### src/hdl/dps_pkg.sv
// ----------------------------------------------------------------------------
// dps_pkg: shared types and constants for the delayed pump switch
// Tick counter width, register indexes and reset delays, and the control
// bundle that drives each countdown timer.
// ----------------------------------------------------------------------------
package dps_pkg;

  localparam int TICKS_W = 24;
  localparam int CFG_IDX_W = 2;

  localparam logic [CFG_IDX_W-1:0] CFG_START_DELAY = 2'd0;
  localparam logic [CFG_IDX_W-1:0] CFG_STOP_DELAY  = 2'd1;
  localparam logic [CFG_IDX_W-1:0] CFG_FORCE_HOLD  = 2'd2;

  localparam logic [TICKS_W-1:0] START_DELAY_RST = TICKS_W'(1000 * 6);
  localparam logic [TICKS_W-1:0] STOP_DELAY_RST  = TICKS_W'(1000 * 60 * 5);
  localparam logic [TICKS_W-1:0] FORCE_HOLD_RST  = TICKS_W'(1000 * 60 * 30);

  // Item kinds carried on in_func.
  localparam logic FUNC_TICK = 1'b0;
  localparam logic FUNC_CMD  = 1'b1;

  typedef logic [TICKS_W-1:0] ticks_t;

  // Per-timer control for one accepted request; at most one field is set.
  typedef struct packed {
    logic tick;
    logic load;
    logic cancel;
  } tmr_ctl_t;

endpackage

### src/hdl/dps_timer.sv
// ----------------------------------------------------------------------------
// dps_timer: one-shot countdown timer
// Loads a tick count, counts down once per tick and flags expiry on the tick
// that ends the run. A zero load behaves as one.
// ----------------------------------------------------------------------------
module dps_timer
  import dps_pkg::*;
(
  input  logic     clk,
  input  logic     rst_n,
  input  tmr_ctl_t ctl,
  input  ticks_t   load_val,
  output logic     running,
  output logic     expire
);

  logic   running_r, running_nxt;
  ticks_t left_r, left_nxt;
  logic   last_tick;

  assign last_tick = (left_r <= TICKS_W'(1));
  assign expire    = ctl.tick && running_r && last_tick;
  assign running   = running_r;

  always_comb begin
    running_nxt = running_r;
    left_nxt    = left_r;
    if (ctl.load) begin
      running_nxt = 1'b1;
      left_nxt    = load_val;
    end else if (ctl.cancel) begin
      running_nxt = 1'b0;
      left_nxt    = '0;
    end else if (ctl.tick && running_r) begin
      if (last_tick) begin
        running_nxt = 1'b0;
        left_nxt    = '0;
      end else begin
        left_nxt = left_r - TICKS_W'(1);
      end
    end
  end

  always_ff @(posedge clk) begin
    if (!rst_n) begin
      running_r <= 1'b0;
      left_r    <= '0;
    end else begin
      running_r <= running_nxt;
      left_r    <= left_nxt;
    end
  end

endmodule

### src/hdl/delayed_pump_switch_with_override.sv
// A result is shown in the cycle after its request is accepted.
// Throughput: one request per cycle; the state registers double as the
// result register, so a new request is taken whenever the result is free
// or is taken in the same cycle.
// Reset (synchronous, active low): pump off, all timers idle, delay
// registers back to their default values, no result pending.
// ----------------------------------------------------------------------------
// delayed_pump_switch_with_override: pump drive with delayed switching
// Three countdown timers (start delay, stop delay, forced hold) decide the
// pump level from ticks and on/off commands, plain or forced.
// ----------------------------------------------------------------------------
module delayed_pump_switch_with_override
  import dps_pkg::*;
(
  input  logic                 clk,
  input  logic                 rst_n,
  input  logic                 cfg_wr_en,
  input  logic [CFG_IDX_W-1:0] cfg_index,
  input  logic [TICKS_W-1:0]   cfg_wdata,
  input  logic                 in_valid,
  output logic                 in_ready,
  input  logic                 in_func,
  input  logic                 in_want_on,
  input  logic                 in_forced,
  output logic                 out_valid,
  input  logic                 out_ready,
  output logic                 out_pump_drive,
  output logic                 out_start_pending,
  output logic                 out_stop_pending,
  output logic                 out_hold_active
);

  ticks_t   start_delay_r, stop_delay_r, force_hold_r;
  logic     out_valid_r, out_valid_nxt;
  logic     pump_r, pump_nxt;
  logic     accept;
  logic     is_tick, is_cmd;
  tmr_ctl_t start_ctl, stop_ctl, hold_ctl;
  logic     start_run, stop_run, hold_run;
  logic     start_exp, stop_exp, hold_exp;

  always_ff @(posedge clk) begin
    if (!rst_n) begin
      start_delay_r <= START_DELAY_RST;
      stop_delay_r  <= STOP_DELAY_RST;
      force_hold_r  <= FORCE_HOLD_RST;
    end else if (cfg_wr_en) begin
      unique case (cfg_index)
        CFG_START_DELAY: start_delay_r <= cfg_wdata;
        CFG_STOP_DELAY:  stop_delay_r  <= cfg_wdata;
        CFG_FORCE_HOLD:  force_hold_r  <= cfg_wdata;
        default: ;
      endcase
    end
  end

  // The state only moves when a new result replaces the shown one.
  assign in_ready = !out_valid_r || out_ready;
  assign accept   = in_valid && in_ready;
  assign is_tick  = accept && (in_func == FUNC_TICK);
  assign is_cmd   = accept && (in_func == FUNC_CMD);

  always_comb begin
    start_ctl = '0;
    stop_ctl  = '0;
    hold_ctl  = '0;
    start_ctl.tick = is_tick;
    stop_ctl.tick  = is_tick;
    hold_ctl.tick  = is_tick;
    if (is_cmd) begin
      if (in_want_on) begin
        stop_ctl.cancel = 1'b1;
        if (in_forced) begin
          hold_ctl.load = 1'b1;
        end else begin
          start_ctl.load  = 1'b1;
          hold_ctl.cancel = 1'b1;
        end
      end else if (in_forced) begin
        hold_ctl.cancel = hold_run;
      end else if (!hold_run) begin
        start_ctl.cancel = 1'b1;
        stop_ctl.load    = 1'b1;
      end
    end
  end

  dps_timer u_start (
    .clk      (clk),
    .rst_n    (rst_n),
    .ctl      (start_ctl),
    .load_val (start_delay_r),
    .running  (start_run),
    .expire   (start_exp)
  );

  dps_timer u_stop (
    .clk      (clk),
    .rst_n    (rst_n),
    .ctl      (stop_ctl),
    .load_val (stop_delay_r),
    .running  (stop_run),
    .expire   (stop_exp)
  );

  dps_timer u_hold (
    .clk      (clk),
    .rst_n    (rst_n),
    .ctl      (hold_ctl),
    .load_val (force_hold_r),
    .running  (hold_run),
    .expire   (hold_exp)
  );

  always_comb begin
    pump_nxt = pump_r;
    if (is_tick) begin
      // A stop or hold expiry wins over a start expiry on the same tick.
      if (stop_exp || hold_exp) begin
        pump_nxt = 1'b0;
      end else if (start_exp) begin
        pump_nxt = 1'b1;
      end
    end else if (is_cmd) begin
      if (in_want_on && in_forced) begin
        pump_nxt = 1'b1;
      end else if (!in_want_on && in_forced && hold_run) begin
        pump_nxt = 1'b0;
      end
    end
  end

  always_comb begin
    out_valid_nxt = out_valid_r;
    if (accept) begin
      out_valid_nxt = 1'b1;
    end else if (out_ready) begin
      out_valid_nxt = 1'b0;
    end
  end

  always_ff @(posedge clk) begin
    if (!rst_n) begin
      out_valid_r <= 1'b0;
      pump_r      <= 1'b0;
    end else begin
      out_valid_r <= out_valid_nxt;
      pump_r      <= pump_nxt;
    end
  end

  assign out_valid         = out_valid_r;
  assign out_pump_drive    = pump_r;
  assign out_start_pending = start_run;
  assign out_stop_pending  = stop_run;
  assign out_hold_active   = hold_run;

endmodule

### config.mk
export PLATFORM = sky130hd
export DESIGN_NAME = delayed_pump_switch_with_override
export DESIGN_NICKNAME = d
export VERILOG_FILES = /design/src/hdl/dps_pkg.sv /design/src/hdl/dps_timer.sv /design/src/hdl/delayed_pump_switch_with_override.sv
export SDC_FILE = /design/constraint.sdc
export NUM_CORES = 1
export LEC_CHECK = 0
export ABC_AREA = 1
export BUFFER_PORTS_ARGS = -buffer_cell sky130_fd_sc_hd__buf_2
export CELL_PAD_IN_SITES_DETAIL_PLACEMENT = 0
export CELL_PAD_IN_SITES_GLOBAL_PLACEMENT = 2
export CORE_MARGIN = 2
export CORE_UTILIZATION = 32
export CTS_BUF_LIST = sky130_fd_sc_hd__clkbuf_4
export DETAILED_ROUTE_END_ITERATION = 7
export MAX_ROUTING_LAYER = met4
export PLACE_DENSITY = 0.86
export SKIP_CTS_REPAIR_TIMING = 1
export SLEW_MARGIN = 20
export SYNTH_ARGS = -nofsm -noshare
export SYNTH_HDL_FRONTEND = slang
export SYNTH_SLANG_ARGS = --single-unit
### constraint.sdc
create_clock -name clk -period 1.6 [get_ports clk]
set_input_delay 0.16 -clock clk [delete_from_list [all_inputs] [get_ports clk]]
set_output_delay 0.16 -clock clk [all_outputs]
set_load 0.05 [all_outputs]
; Word level (Yosys, flattened, before mapping)
; Index checks and enable logic that the tools add are counted.
[totals]
register_bits = 149
word_cells = 99
output_inout_bits = 6
[op_classes]
eq_ne = 3
add_sub_neg = 3
muxes = 45
bitwise = 1
n_lt_le_gt_ge = 3
reduce_logical = 33
[ops]
columns = operator, count
row1 = $mux W24, 12
row2 = $le A24 B1 Y1 const B, 3
row3 = $sub A24 B1 Y24 const B, 3
row4 = $mux W1, 30
row5 = $reduce_bool A3 Y1, 7
row6 = $logic_and A1 B1 Y1, 12
row7 = $reduce_and A2 Y1, 6
row8 = $mux W2, 3
row9 = $reduce_bool A2 Y1, 2
row10 = $ne A3 B1 Y1 const B, 1
row11 = $reduce_and A3 Y1, 1
row12 = $eq A2 B1 Y1 const B, 1
row13 = $eq A2 B2 Y1 const B, 1
row14 = $logic_not A1 Y1, 2
row15 = $logic_not A2 Y1, 1
row16 = $logic_or A1 B1 Y1, 2
row17 = $not A1 Y1, 1

; Logic depth before layout (Yosys ltp)
[logic_depth]
word_depth = 9
mapped_depth = 12
mapped_depth_nobuf = 11

; Hierarchy
; A second synthesis with hierarchy kept.
[hier_totals]
cells_unflattened = 1224
area_unflattened_um2 = 8287.9
[modules_own_cells]
columns = mod, instances, cells_each, seq_area_each_um2, area_each_um2
row1 = dps_timer at u_start ..., 2, 290, 500.5, 1874.3
row2 = delayed_pump_switch_with_override, 1, 355, 1481.4, 2743.9
row3 = dps_timer at u_hold, 1, 289, 500.5, 1795.5

; Worst setup path after synthesis
; Ideal clock, no wire load.
[synth_timing]
path_type = flip-flop to flip-flop
startpoint = register out_valid_r, in the netlist out_valid
endpoint = register u_start.left_r[16]
arrival_ns = 1.781
slack_ns = -0.300
stages_incl_launch_ff = 9
n_path_buf = 1
required_ns = 1.480
path_cell_list = dfxtp_1 nand2_4 nand2_1 nor3_1 nor3_4 inv_2 buf_6 o21ai_1 a21oi_1
[synth_via]
elab_chain_cells = 7
word_cells_on_any_way = 10
classes_between = mux (3) / reduce/logical (7)
[synth_rtl]
columns = item, line
row1 = start: declaration, delayed_pump_switch_with_override.sv:34  ; logic out_valid_r, out_valid_nxt;
row2 = start signal: assignment, delayed_pump_switch_with_override.sv:147  ; out_valid_r <= out_valid_nxt;
row3 = $logic_not A1 Y1 (*), delayed_pump_switch_with_override.sv:58  ; assign in_ready = !out_valid_r || out_ready;
row4 = $logic_or A1 B1 Y1 (*), delayed_pump_switch_with_override.sv:58
row5 = via in_ready, delayed_pump_switch_with_override.sv:21  ; output logic in_ready,
row6 = $logic_and A1 B1 Y1 (*), delayed_pump_switch_with_override.sv:59  ; assign accept = in_valid && in_ready;
row7 = $logic_and A1 B1 Y1, delayed_pump_switch_with_override.sv:61  ; assign is_cmd = accept && (in_func == FUNC_CMD);
row8 = $mux W2, delayed_pump_switch_with_override.sv:70  ; if (is_cmd) begin
row9 = $mux W24, dps_timer.sv:31  ; end else if (ctl.cancel) begin
row10 = $mux W24, dps_timer.sv:28  ; if (ctl.load) begin
row11 = end signal: assignment, dps_timer.sv:50  ; left_r <= left_nxt;
row12 = end: declaration, dps_timer.sv:18  ; ticks_t left_r, left_nxt;
; The timed path passes the listed nets; every way through them passes the cells marked *.
; A chain may end at the register's enable or synchronous reset.

; Worst setup path after layout
[layout_timing]
startpoint = register u_stop.left_r[0]
endpoint = register u_stop.left_r[19]
[layout_via]
elab_chain_cells = 5
word_cells_on_any_way = 6
classes_between = add/sub (1) / order compare (1) / mux (4)
[layout_rtl]
columns = item, line
row1 = start: declaration, dps_timer.sv:18
row2 = start signal: assignment, dps_timer.sv:50
row3 = $sub A24 B1 Y24 / $le A24 B1 Y1 (equally long branches), "dps_timer.sv:39, dps_timer.sv:21"
row4 = $mux W24 (*), dps_timer.sv:35  ; if (last_tick) begin
row5 = $mux W24 (*), dps_timer.sv:34  ; end else if (ctl.tick && running_r) begin
row6 = $mux W24 (*), dps_timer.sv:31
row7 = $mux W24 (*), dps_timer.sv:28
; Mark *: on every way between the ends. The rest lies on a longest branch, timed or not. The select of a mux whose other input is x is not followed.

==> impl_metrics.json <==
{
  "status": "complete, but fails checks",
  "violations": "negative setup slack",
  "dieArea_um2": 25390,
  "pwr-share-comb": 0.342,
  "async_flop_share": 0,
  "power_frac_seq": 0.386,
  "synth_cell_types": 33,
  "ys_top_cells_by_count": "197 x nand2_1, 186 x nor2_1, 149 x dfxtp_1",
  "synth_area_leaders": "dfxtp_1 39%, nand2_1 9.6%, nor2_1 9.0%",
  "rsz0062_at_grt": "true",
  "relSlewSlack": 0.4452,
  "synth_most_common_cell": "nand2_1",
  "synth_top_area_share": 0.3863,
  "synth_top_family_by_area": "simple AND/OR/NAND/NOR gates",
  "die_h_um": 159.3,
  "synth-adder-area-share": 0.009723,
  "drc_errors": 0,
  "avgSynthCellArea_um2": 6.673,
  "final-hold-violation-count": 0,
  "critPathLaunchType": "register",
  "ioPinCount": 40,
  "r2r_cells": 10,
  "max_freq_mhz": 614.4,
  "vias": 8158,
  "start_util": 0.3270,
  "routedWlPerCell_um": 15.18,
  "ys_seq_area_frac": 0.3863,
  "port_buffers": 39,
  "clkPwrFrac": 0.272,
  "p_int_uw": 6885,
  "syn-num-nets": 1197,
  "worst_pin_slew_ps": 831.3,
  "tritoncts": "yes",
  "chipWidth_um": 159.3,
  "p_total_uw": 10700,
  "area_delta_synth_final_pct": 40.51,
  "rows": 56,
  "viasPerCell": 4.856,
  "crit_path_end_kind": "register",
  "synth_compound_area_frac": 0.1990,
  "wirelength_mm": 25.50,
  "grt_usage": 0.1948,
  "cts_buffer_depth": 2,
  "power_density_nw_per_um2": 986.6,
  "hold_depth": 5,
  "arrival_ps": 2120,
  "grt_pass1_vias": 7342,
  "muxShareOfSynthArea": 0,
  "fin_util": 0.4595,
  "p_leak_uw": 0.004832,
  "drt_iter0_drc": 562,
  "synthFlopType": "dfxtp_1",
  "drive_above_1_share": 0.3096,
  "cts.sinks": 149,
  "synth-edff-count": 0,
  "grt_max_degree": 37,
  "critPathMaxFanout": 4,
  "path_clk_slew_ps": 140,
  "grt_pass1_wl_mm": 38.65,
  "antenna_found_initial": 1,
  "netSwitchingFraction": 0.3568,
  "firstDrtPassIters": 7,
  "antenna_left": 0,
  "hp-class": "in2reg",
  "final_nets": 1387,
  "setup_ws_ps": -27.59,
  "root_buffer": "clkbuf_4",
  "maxCapViolations": 0,
  "syn_area_um2": 7721,
  "netlist_instances": 1157,
  "dpl.hpwl_mm": 17.64,
  "synth_warnings": 0,
  "worstSkewPairLatency_ps": 560,
  "gp_congestion": 0.8596,
  "period_share": 1.017,
  "slew_viol_final": 0,
  "ys_ff_latch": 149,
  "peakVddDrop_mv": 0.5628,
  "synthSimpleGateAreaFrac": 0.2977,
  "htreeDepth": 4,
  "core_area_um2": 23610,
  "switchingPower_uw": 3819,
  "grt_overflow": 0,
  "synthXorXnorAreaFrac": 0.02609,
  "finClkSkew_ps": 21.61,
  "finalCriticalPeriod_ps": 1628,
  "criticalPathCategory": "reg2reg",
  "cts_buffers": 17,
  "finalSetupViolations": 3,
  "yosys.area.top_type": "dfxtp_1",
  "required_ps": 2090
}
cells in the final DEF, fill, tap and decap left out, types with 22 or more instances in the layout:
master         Yosys  layout
o21ai_0          109     100
buf_2             15      38
nor2_1           186     157
buf_4              4     133
nand2_2            5      22
a21oi_1          135     100
dfxtp_1          149     130
o21ai_1           28      37
nor2_2             9      24
nand3_1           88      81
dlygate4sd3_1      0      28
nand2_1          197     175
a21oi_2            0      31
inv_1             84      70
per-layer routing:
metal  vias up  GRT usage  routed length (µm)
li1       4236          -                   -
met1      3769     0.2670               12410
met2       134     0.2988               11780
met3        19    0.03777                 926
met4         0    0.04132                 387
met5         -          -                   0
per-stage QoR:
step                      setup slack, ps  cell area [µm²]  hold slack [ps]  std cells  setup TNS (ps)
final                              -27.59            10850            37.33       1680          -47.16
after detailed placement           -94.27             9214            444.8       1600           -1264
after CTS                          -127.5             9562           -149.2       1632           -2821
after global routing               -89.97            10850            41.69       1680          -897.9
after floorplan                     22.12             7736            273.2       1157               0
after global placement             -44.33             9214            432.1       1600          -200.7
final timing paths:
check,from,slack [ps],end
min,in_valid,40,out_pump_drive
min reg2reg,start_delay_r[17],480,start_delay_r[17]
max reg2reg,u_stop.left_r[0],-30,u_stop.left_r[19]
max,u_stop.left_r[0],-30,u_stop.left_r[19]
sequential cells by signal, summed over array words and instances (netlist names):
signal and flops:
stop_delay_r 24, force_hold_r 24, u_start.running 1, u_stop.left_r 24, out_valid 1, u_start.left_r 24
out_pump_drive 1, start_delay_r 24, u_stop.running 1, u_hold.left_r 24, u_hold.running 1
power by group through the flow:
stage | logic (µW) | clock network [µW] | registers [µW]
6_report | 3660 | 2910 | 4130
5_1_grt | 4040 | 3120 | 4160
4_1_cts | 3040 | 2970 | 4090
3_5_place_dp | 3020 | 0 | 4170
3_3_place_gp | 3020 | 0 | 4170
2_1_floorplan | 1790 | 0 | 4180
final cells by class:
type / count / area, µm²
inverter: 95 / 401.6
multi-input combinational: 858 / 4773
clock buffer: 17 / 127.6
clock inverter: 15 / 220.2
fill: 2415 / 12760
sequential: 149 / 3012
antenna: 1 / 2.502
timing repair buffer: 226 / 1913
tap: 319 / 399.1
critical path, cell delays in order (launching register included):
cell      delay (ps)
dfxtp_4          390
inv_4             60
buf_6            100
nand2_4           50
nor2_4           200
inv_2             80
nor2_4           190
nand2_2          100
o21bai_1         170
nand3_2           90
a21oi_2          130
logic make-up (layout without fill, tap and decap cells):
kind of cell | after synthesis | after routing
AO/OA/AOI/OAI | 299 | 299
XOR/XNOR | 23 | 23
adder cells (fa/ha/maj) | 6 | 6
buffers and inverters | 150 | 353
flip-flops | 149 | 149
other | 0 | 1
AND/OR/NAND/NOR | 530 | 530
No activity file was read; power rests on OpenSTA's default activity.
